--- config.mk ---
export PLATFORM = sky130hd
export DESIGN_NAME = outage_interval_tracker_top
export DESIGN_NICKNAME = d
export VERILOG_FILES = /design/src/rtl/oit_pkg.sv /design/src/rtl/outage_interval_tracker_top.sv
export VERILOG_INCLUDE_DIRS = /design/src /design/src/rtl
export SDC_FILE = /design/constraint.sdc
export NUM_CORES = 2
export LEC_CHECK = 0
export BUFFER_PORTS_ARGS = -buffer_cell sky130_fd_sc_hd__buf_2
export CAP_MARGIN = 15
export CORE_MARGIN = 10
export CORE_UTILIZATION = 35
export CTS_CLUSTER_DIAMETER = 50
export CTS_CLUSTER_SIZE = 40
export DETAILED_ROUTE_END_ITERATION = 8
export PLACE_DENSITY = 0.58
export SLEW_MARGIN = 5
export SYNTH_ARGS = -nofsm -noshare
export SYNTH_HDL_FRONTEND = slang
export SYNTH_SLANG_ARGS = --single-unit
--- constraint.sdc ---
create_clock -name aclk -period 17.97 [get_ports aclk]
set_input_delay 1.797 -clock aclk [delete_from_list [all_inputs] [get_ports aclk]]
set_output_delay 1.797 -clock aclk [all_outputs]
set_load 0.01 [all_outputs]
--- src/rtl/outage_interval_tracker_top_macros.svh ---
// ---------------------------------------------------------------------------
// Outage interval tracker assertion macros
// Checks a consequent in the same cycle or in the next cycle.
// ---------------------------------------------------------------------------
`ifndef OUTAGE_INTERVAL_TRACKER_TOP_MACROS_SVH
`define OUTAGE_INTERVAL_TRACKER_TOP_MACROS_SVH

`ifndef SYNTH
`define OIT_ASSERT_NOW(lbl, clk, rstn, ante, cons, msg) \
    lbl: assert property (@(posedge clk) disable iff (!rstn) (ante) |-> (cons)) \
        else $error(msg);
`define OIT_ASSERT_NEXT(lbl, clk, rstn, ante, cons, msg) \
    lbl: assert property (@(posedge clk) disable iff (!rstn) (ante) |=> (cons)) \
        else $error(msg);
`else
`define OIT_ASSERT_NOW(lbl, clk, rstn, ante, cons, msg)
`define OIT_ASSERT_NEXT(lbl, clk, rstn, ante, cons, msg)
`endif

`endif

--- src/rtl/oit_pkg.sv ---
`timescale 1ns / 1ps
// ---------------------------------------------------------------------------
// Outage interval tracker package
// Field widths, result kinds, table entry layout and sequencer states.
// ---------------------------------------------------------------------------
package oit_pkg;

    localparam int DEF_ENTRIES = 16;

    localparam int TS_W     = 47;
    localparam int ADDR_W   = 32;
    localparam int PREFIX_W = 6;
    localparam int KIND_W   = 2;

    localparam int IN_FIELDS_W  = TS_W + ADDR_W + PREFIX_W + 1;
    localparam int IN_TDATA_W   = ((IN_FIELDS_W + 7) / 8) * 8;
    localparam int OUT_FIELDS_W = ADDR_W + PREFIX_W + TS_W + TS_W;
    localparam int OUT_TDATA_W  = ((OUT_FIELDS_W + 7) / 8) * 8;
    localparam int OUT_PAD_W    = OUT_TDATA_W - OUT_FIELDS_W;

    typedef enum logic [KIND_W-1:0] {
        KIND_CLOSED   = 2'd0,
        KIND_OPEN     = 2'd1,
        KIND_OVERFLOW = 2'd2
    } kind_t;

    typedef enum logic [0:0] {
        MODE_PROBE = 1'b0,
        MODE_FLUSH = 1'b1
    } mode_t;

    typedef struct packed {
        logic [ADDR_W-1:0]   addr;
        logic [PREFIX_W-1:0] prefix;
        logic [TS_W-1:0]     start;
    } entry_t;

    typedef struct packed {
        kind_t               kind;
        logic [ADDR_W-1:0]   addr;
        logic [PREFIX_W-1:0] prefix;
        logic [TS_W-1:0]     start;
        logic [TS_W-1:0]     stop;
        logic                last;
    } result_t;

    typedef enum logic [4:0] {
        ST_IDLE   = 5'b00001,
        ST_SCAN   = 5'b00010,
        ST_WAIT   = 5'b00100,
        ST_DECIDE = 5'b01000,
        ST_EMIT   = 5'b10000
    } state_t;

endpackage

--- src/rtl/outage_interval_tracker_top.sv ---
`timescale 1ns / 1ps
// ---------------------------------------------------------------------------
// Outage interval tracker
// Table of open outages per host key, held in an entry memory with one read and one write port.
// ---------------------------------------------------------------------------
//  Channel  Direction  Carries
//  s_       in         probe record or flush request
//  m_       out        closed, still-open or table-full outage report
//
// A probe does one memory read per entry, the last compare in ST_WAIT, the decision
// in ST_DECIDE, then the report moves to the output register.
// A flush with n open entries does n full memory scans, one per reported entry, to
// find the next smallest key; an empty flush does one scan and reports nothing.
// Reset clears only the valid flags of the table, at once; there is no clearing pass.
// A report waits in the output register while m_tready is low; the next item
// is taken as soon as the sequencer is idle again.
`include "outage_interval_tracker_top_macros.svh"

module outage_interval_tracker_top
    import oit_pkg::*;
#(
    parameter int ENTRIES = DEF_ENTRIES
) (
    input  logic                   aclk,
    input  logic                   aresetn,
    input  logic                   s_tvalid,
    output logic                   s_tready,
    // timestamp [46:0], host_address [78:47], prefix_len [84:79], timed_out [85]
    input  logic [IN_TDATA_W-1:0]  s_tdata,
    // mode [0]
    input  logic                   s_tuser,
    output logic                   m_tvalid,
    input  logic                   m_tready,
    // out_address [31:0], out_prefix [37:32], start_time [84:38], end_time [131:85]
    output logic [OUT_TDATA_W-1:0] m_tdata,
    // kind [1:0]
    output logic [KIND_W-1:0]      m_tuser,
    output logic                   m_tlast
);

    localparam int IDX_W = (ENTRIES > 1) ? $clog2(ENTRIES) : 1;
    localparam int CNT_W = $clog2(ENTRIES + 1);
    localparam logic [IDX_W-1:0] LAST_IDX = IDX_W'(ENTRIES - 1);

    state_t state_reg, state_next;

    // Item held for the whole pass.
    logic                in_mode_reg;
    logic [TS_W-1:0]     in_ts_reg;
    logic [ADDR_W-1:0]   in_addr_reg;
    logic [PREFIX_W-1:0] in_prefix_reg;
    logic                in_tout_reg;

    logic [ENTRIES-1:0]  valid_reg;
    entry_t              mem [ENTRIES];
    entry_t              rd_data_reg;

    logic [IDX_W-1:0]    scan_idx_reg;
    logic                pend_reg;
    logic [IDX_W-1:0]    pend_idx_reg;

    logic                hit_found_reg;
    logic [IDX_W-1:0]    hit_idx_reg;
    logic [TS_W-1:0]     hit_start_reg;
    logic                free_found_reg;
    logic [IDX_W-1:0]    free_idx_reg;
    logic                best_found_reg;
    logic [IDX_W-1:0]    best_idx_reg;
    entry_t              best_ent_reg;
    logic [CNT_W-1:0]    cnt_reg;

    result_t             res_reg;
    logic                more_reg;

    logic                m_tvalid_reg;
    logic [OUT_TDATA_W-1:0] m_tdata_reg;
    logic [KIND_W-1:0]   m_tuser_reg;
    logic                m_tlast_reg;

    logic                accept;
    logic                start_scan;
    logic                out_load;
    logic                cur_valid;
    logic                key_eq;
    logic                key_lt;

    logic                dec_emit;
    logic                dec_more;
    result_t             dec_res;
    logic                dec_set;
    logic                dec_clr;
    logic [IDX_W-1:0]    dec_idx;

    assign s_tready   = (state_reg == ST_IDLE);
    assign accept     = s_tvalid && s_tready;
    assign out_load   = (state_reg == ST_EMIT) && (!m_tvalid_reg || m_tready);
    assign start_scan = accept || (out_load && more_reg);

    assign cur_valid = valid_reg[pend_idx_reg];
    assign key_eq    = (rd_data_reg.addr == in_addr_reg) &&
                       (rd_data_reg.prefix == in_prefix_reg);
    assign key_lt    = {rd_data_reg.addr, rd_data_reg.prefix} <
                       {best_ent_reg.addr, best_ent_reg.prefix};

    // Outcome of a finished scan.
    always_comb begin
        dec_emit = 1'b0;
        dec_more = 1'b0;
        dec_set  = 1'b0;
        dec_clr  = 1'b0;
        dec_idx  = best_idx_reg;
        dec_res  = '{kind: KIND_OPEN, addr: best_ent_reg.addr, prefix: best_ent_reg.prefix,
                     start: best_ent_reg.start, stop: '0, last: (cnt_reg == CNT_W'(1))};
        if (in_mode_reg == MODE_FLUSH) begin
            if (cnt_reg != '0) begin
                dec_emit = 1'b1;
                dec_more = (cnt_reg != CNT_W'(1));
                dec_clr  = 1'b1;
            end
        end else if (in_tout_reg) begin
            if (!hit_found_reg) begin
                if (free_found_reg) begin
                    dec_set = 1'b1;
                    dec_idx = free_idx_reg;
                end else begin
                    dec_emit = 1'b1;
                    dec_res  = '{kind: KIND_OVERFLOW, addr: in_addr_reg, prefix: in_prefix_reg,
                                 start: in_ts_reg, stop: '0, last: 1'b1};
                end
            end
        end else if (hit_found_reg) begin
            dec_emit = 1'b1;
            dec_clr  = 1'b1;
            dec_idx  = hit_idx_reg;
            dec_res  = '{kind: KIND_CLOSED, addr: in_addr_reg, prefix: in_prefix_reg,
                         start: hit_start_reg, stop: in_ts_reg, last: 1'b1};
        end
    end

    always_comb begin
        state_next = state_reg;
        case (state_reg)
            ST_IDLE: begin
                if (accept) begin
                    state_next = ST_SCAN;
                end
            end
            ST_SCAN: begin
                if (scan_idx_reg == LAST_IDX) begin
                    state_next = ST_WAIT;
                end
            end
            ST_WAIT: begin
                state_next = ST_DECIDE;
            end
            ST_DECIDE: begin
                state_next = dec_emit ? ST_EMIT : ST_IDLE;
            end
            ST_EMIT: begin
                if (out_load) begin
                    state_next = more_reg ? ST_SCAN : ST_IDLE;
                end
            end
            default: begin
                state_next = ST_IDLE;
            end
        endcase
    end

    always_ff @(posedge aclk) begin
        if (!aresetn) begin
            state_reg    <= ST_IDLE;
            valid_reg    <= '0;
            pend_reg     <= 1'b0;
            m_tvalid_reg <= 1'b0;
        end else begin
            state_reg <= state_next;
            pend_reg  <= (state_reg == ST_SCAN);
            if (state_reg == ST_DECIDE) begin
                if (dec_set) begin
                    valid_reg[dec_idx] <= 1'b1;
                end
                if (dec_clr) begin
                    valid_reg[dec_idx] <= 1'b0;
                end
            end
            if (out_load) begin
                m_tvalid_reg <= 1'b1;
            end else if (m_tready) begin
                m_tvalid_reg <= 1'b0;
            end
        end
    end

    // Entry memory: one read per scan cycle, one write when an entry opens.
    always_ff @(posedge aclk) begin
        if (state_reg == ST_DECIDE && dec_set) begin
            mem[dec_idx] <= '{addr: in_addr_reg, prefix: in_prefix_reg, start: in_ts_reg};
        end
        rd_data_reg <= mem[scan_idx_reg];
    end

    always_ff @(posedge aclk) begin
        if (accept) begin
            in_mode_reg   <= s_tuser;
            in_ts_reg     <= s_tdata[TS_W-1:0];
            in_addr_reg   <= s_tdata[TS_W +: ADDR_W];
            in_prefix_reg <= s_tdata[TS_W + ADDR_W +: PREFIX_W];
            in_tout_reg   <= s_tdata[TS_W + ADDR_W + PREFIX_W];
        end

        pend_idx_reg <= scan_idx_reg;
        if (start_scan) begin
            scan_idx_reg <= '0;
        end else if (state_reg == ST_SCAN && scan_idx_reg != LAST_IDX) begin
            scan_idx_reg <= scan_idx_reg + 1'b1;
        end

        if (start_scan) begin
            hit_found_reg  <= 1'b0;
            free_found_reg <= 1'b0;
            best_found_reg <= 1'b0;
            cnt_reg        <= '0;
        end else if (pend_reg) begin
            if (cur_valid) begin
                cnt_reg <= cnt_reg + 1'b1;
                if (!hit_found_reg && key_eq) begin
                    hit_found_reg <= 1'b1;
                    hit_idx_reg   <= pend_idx_reg;
                    hit_start_reg <= rd_data_reg.start;
                end
                // Strict compare keeps the lowest index on equal keys.
                if (!best_found_reg || key_lt) begin
                    best_found_reg <= 1'b1;
                    best_idx_reg   <= pend_idx_reg;
                    best_ent_reg   <= rd_data_reg;
                end
            end else if (!free_found_reg) begin
                free_found_reg <= 1'b1;
                free_idx_reg   <= pend_idx_reg;
            end
        end

        if (state_reg == ST_DECIDE) begin
            res_reg  <= dec_res;
            more_reg <= dec_more;
        end

        if (out_load) begin
            m_tdata_reg <= {{OUT_PAD_W{1'b0}}, res_reg.stop, res_reg.start,
                            res_reg.prefix, res_reg.addr};
            m_tuser_reg <= res_reg.kind;
            m_tlast_reg <= res_reg.last;
        end
    end

    assign m_tvalid = m_tvalid_reg;
    assign m_tdata  = m_tdata_reg;
    assign m_tuser  = m_tuser_reg;
    assign m_tlast  = m_tlast_reg;

    `OIT_ASSERT_NEXT(a_accept_scans, aclk, aresetn, accept, state_reg == ST_SCAN, "accepted item did not start a scan")
    `OIT_ASSERT_NOW(a_pend_in_scan, aclk, aresetn, pend_reg, (state_reg == ST_SCAN) || (state_reg == ST_WAIT), "memory read pending outside a scan")
    `OIT_ASSERT_NOW(a_count_matches, aclk, aresetn, state_reg == ST_DECIDE, int'(cnt_reg) == $countones(valid_reg), "scan count differs from open entries")
    `OIT_ASSERT_NEXT(a_flush_frees, aclk, aresetn, (state_reg == ST_DECIDE) && (in_mode_reg == MODE_FLUSH) && (cnt_reg != '0), !valid_reg[$past(best_idx_reg)], "flushed entry still open")

endmodule
==> flow_summary_export.csv <==
group,metric,value,unit
setup_path,crit_chain,"nor3b_2 -> buf_4 -> buf_4 -> a22oi_1 -> a21bo_2 -> nand2_1 -> nor2_4 -> buf_4 -> buf_4",
global_route,met1_usage,20.1,%
yosys,synth-edff-count,1862,
route,wirelength,170000,microns
setup_path,crit_slowest_cell,"nor2_4",
die,initial_core_util,35.3,%
route,drc,0,
flow_run,cap_viol_max_count,0,
die,core,205000,sq um
setup_path,crit_path_frequent_cell,"buf_4",
global_route,grt_antenna_before_repair,14,
finish,multi_input_comb_area,13300,sq um
pwr,p_seq_share,51.8,%
pwr,p_sw_share,25.0,%
placement,portBuffers,227,
finish,n_fill_cell,17800,
global_route,grt_pass1_vias,33700,
timing,grt_setup_unrepaired,"false",
setup_path,worst-path-max-fanout,60,
yosys,synth.distinct_cells,58,
timing,finalMaxSlewViolations,0,
finish,area_growth,15.8,%
global_route,grt_max_degree,140,
die,ios,234,
finish,largest_register_ffs,1360,
pwr,power.share.combinational,9.1,%
timing,fmax,0.162,GHz
pwr,power.switching,2.70,mW
yosys,synth-seq-area-share,80.6,%
clock_tree,cts.sinks,1986,
route,dr.pass1.iters,7,
timing,setup_violations,0,
setup_path,critPathMaxStageDelay,0.95,ns
timing,hold_violations,0,
route,routed_via_density,5.13,
yosys,synth_flop_cell,"edfxtp_1",
die,die_y,475,microns
setup_path,arrival,6.60,ns
placement,gp_congestion,0.712,
yosys,ys_warn_count,0,
finish,finalNetCount,3554,
setup_path,crit_required,18.42,ns
global_route,gr-usage-met2,24.8,%
clock_tree,postCtsHoldBufs,0,
pwr,clkPwrFrac,39.0,%
clock_tree,path_clk_slew,0.08,ns
global_route,top_usage_layer,"met2",
clock_tree,cts_resized,0,
pwr,leakage,26.4,nW
finish,final_core_util,40.9,%
timing,finClkSkew,0.0464,ns
global_route,grt_pass1_wl,245000,microns
route,wire_per_inst,27.1,microns
setup_path,startpoint_type,"flip-flop",
global_route,grt.met3_usage,3.23,%
route,ant_nets,0,
clock_tree,htreeDepth,4,
clock_tree,tritoncts,"yes",
clock_tree,cts_buffers,182,
placement,placed_cell_area,77100,sq um
yosys,avgSynthCellArea,23.6,sq um
clock_tree,post_cts_buffers,0,
clock_tree,root_buffer,"clkbuf_16",
die,dieArea,226000,sq um
global_route,gr-usage-all-layers,14.9,%
status,status,"completed",
yosys,postSynthCellCount,3068,
placement,dpl.hpwl,91300,microns
global_route,grt_overflow,0,
pwr,power,10.8,mW
timing,worst_pin_slew,1.23,ns
pwr,vdd_drop_max,0.000113,V
die,num_rows,166,
hold_path,hold_class,"reg -> reg",
pwr,p_int,8.11,mW
finish,seq_area,58400,sq um
setup_path,worstSetupPathType,"reg -> reg",
yosys,syn-cell-area,72400,sq um
die,chipWidth,475,microns
timing,finalCritPeriodShare,34.3,%
route,drt-initial-drc-count,2991,
route,vias,32200,
timing,whs,0.411,ns
timing,slew_headroom,17.8,%
timing,fin_crit,6.16,ns
timing,fin_tns_setup,0,ns
finish,drive_above_1_share,31.9,%
clock_tree,cts.path.max_buffers,3,
setup_path,crit_path_end_kind,"flip-flop",
yosys,synthArstFlopShare,0,%
yosys,ys_ff_latch,1986,
finish,stdcell_area,83900,sq um
clock_tree,clk_latency,0.85,ns
pwr,power_density,129,nW/um^2
==> kinds of logic (layout without fill, tap and decap cells) <==
| group | count (synthesis) | after routing | synth area share [%] |
|---|---|---|---|
| AO/OA/AOI/OAI | 125 | 125 | 1.51 |
| multiplexers | 469 | 469 | 14.0 |
| XOR/XNOR | 46 | 46 | 0.556 |
| AND/OR/NAND/NOR | 172 | 172 | 1.36 |
| adder cells (fa/ha/maj) | 41 | 41 | 0.708 |
| buffers and inverters | 228 | 737 | 1.29 |
| other | 1 | 6 | 0.00518 |
| flip-flops | 1986 | 1986 | 80.6 |
==> critical path, delay by kind of cell (launching register included) <==
kind | cells | cell delay (ns)
flip-flops | 1 | 0.54
AO/OA/AOI/OAI | 2 | 0.53
buffers and inverters | 4 | 2.76
AND/OR/NAND/NOR | 3 | 1.82
==> power by group through the flow <==
| stage | registers [mW] | clock network (mW) | logic [mW] |
|---|---|---|---|
| 2_1_floorplan | 5.60 | 0 | 0.740 |
| 3_3_place_gp | 5.70 | 0 | 1.02 |
| 3_5_place_dp | 5.71 | 0 | 1.02 |
| 4_1_cts | 5.61 | 4.33 | 1.02 |
| 5_1_grt | 5.64 | 4.51 | 1.07 |
| 6_report | 5.60 | 4.22 | 0.989 |
==> final timing paths <==
kind	start	to	slack [ns]	cells after the start
max	in_mode_reg	mem[15][26]	11.81	9
min	res_reg[108]	m_tdata[7]	0.41	0
max reg2reg	in_mode_reg	mem[15][26]	11.81	9
min reg2reg	res_reg[108]	m_tdata[7]	0.41	0
==> final cells by class <==
type                    instances  share of cell area [%]
clock inverters               145                    2.39
inverters                      94                   0.421
repair buffers                299                    2.04
clock buffers                 199                    5.62
flip-flops and latches       1986                    69.7
diodes                          2                 0.00597
well taps                    2688                    4.01
multi-input cells             857                    15.9
==> metrics by stage <==
stage	setup WS, ns	instances
CTS	11.57	6268
finish	11.81	6270
detailed placement	11.59	5924
floorplan	10.46	3071
global placement	11.64	5924
global route	11.52	6269
==> Yosys cell counts, types with 5 or more instances <==
cell type	n	area, sq um
edfxtp_1	1862	55900
mux4_2	427	9620
dfxtp_1	124	2480
inv_1	94	353
clkbuf_1	75	282
and2_1	50	313
a222oi_1	47	470
ha_1	41	513
mux2_2	38	428
buf_2	37	185
nor2_1	37	139
xor2_1	27	236
a21oi_1	19	95.1
xnor2_1	19	166
nand2_1	18	67.6
nand4_1	18	113
buf_1	15	56.3
o221a_2	13	146
nand3_1	9	45.0
nor4_1	8	50.1
nand2b_1	7	43.8
o21ai_0	7	35.0
a21o_1	6	45.0
buf_4	6	45.0
nor3_1	6	30.0
nor2b_1	5	31.3
o21a_1	5	37.5
==> per-layer routing <==
metal,vias up,routed length (microns)
li1,13600,-
met1,17400,72500
met2,887,83900
met3,223,10200
met4,18,3110
met5,-,117
==> cell usage in the layout, fill, tap and decap left out, types with 10 or more instances in the layout <==
| master | count |
|---|---|
| a21oi_1 | 19 |
| inv_6 | 18 |
| clkinvlp_4 | 10 |
| ha_1 | 41 |
| and2_1 | 48 |
| inv_12 | 13 |
| clkbuf_16 | 184 |
| clkinv_2 | 11 |
| dfxtp_1 | 120 |
| edfxtp_1 | 1862 |
| inv_1 | 94 |
| xnor2_1 | 19 |
| buf_4 | 69 |
| bufinv_16 | 17 |
| xor2_1 | 27 |
| buf_2 | 227 |
| nor2_4 | 16 |
| inv_8 | 19 |
| o221a_2 | 13 |
| clkinv_4 | 17 |
| nand4_1 | 18 |
| nor2_1 | 21 |
| mux2_2 | 38 |
| a222oi_1 | 47 |
| mux4_2 | 427 |
| clkinv_8 | 23 |
| nand2_1 | 18 |
| clkbuf_1 | 10 |
Note: power is estimated with default switching activity, not from simulation.
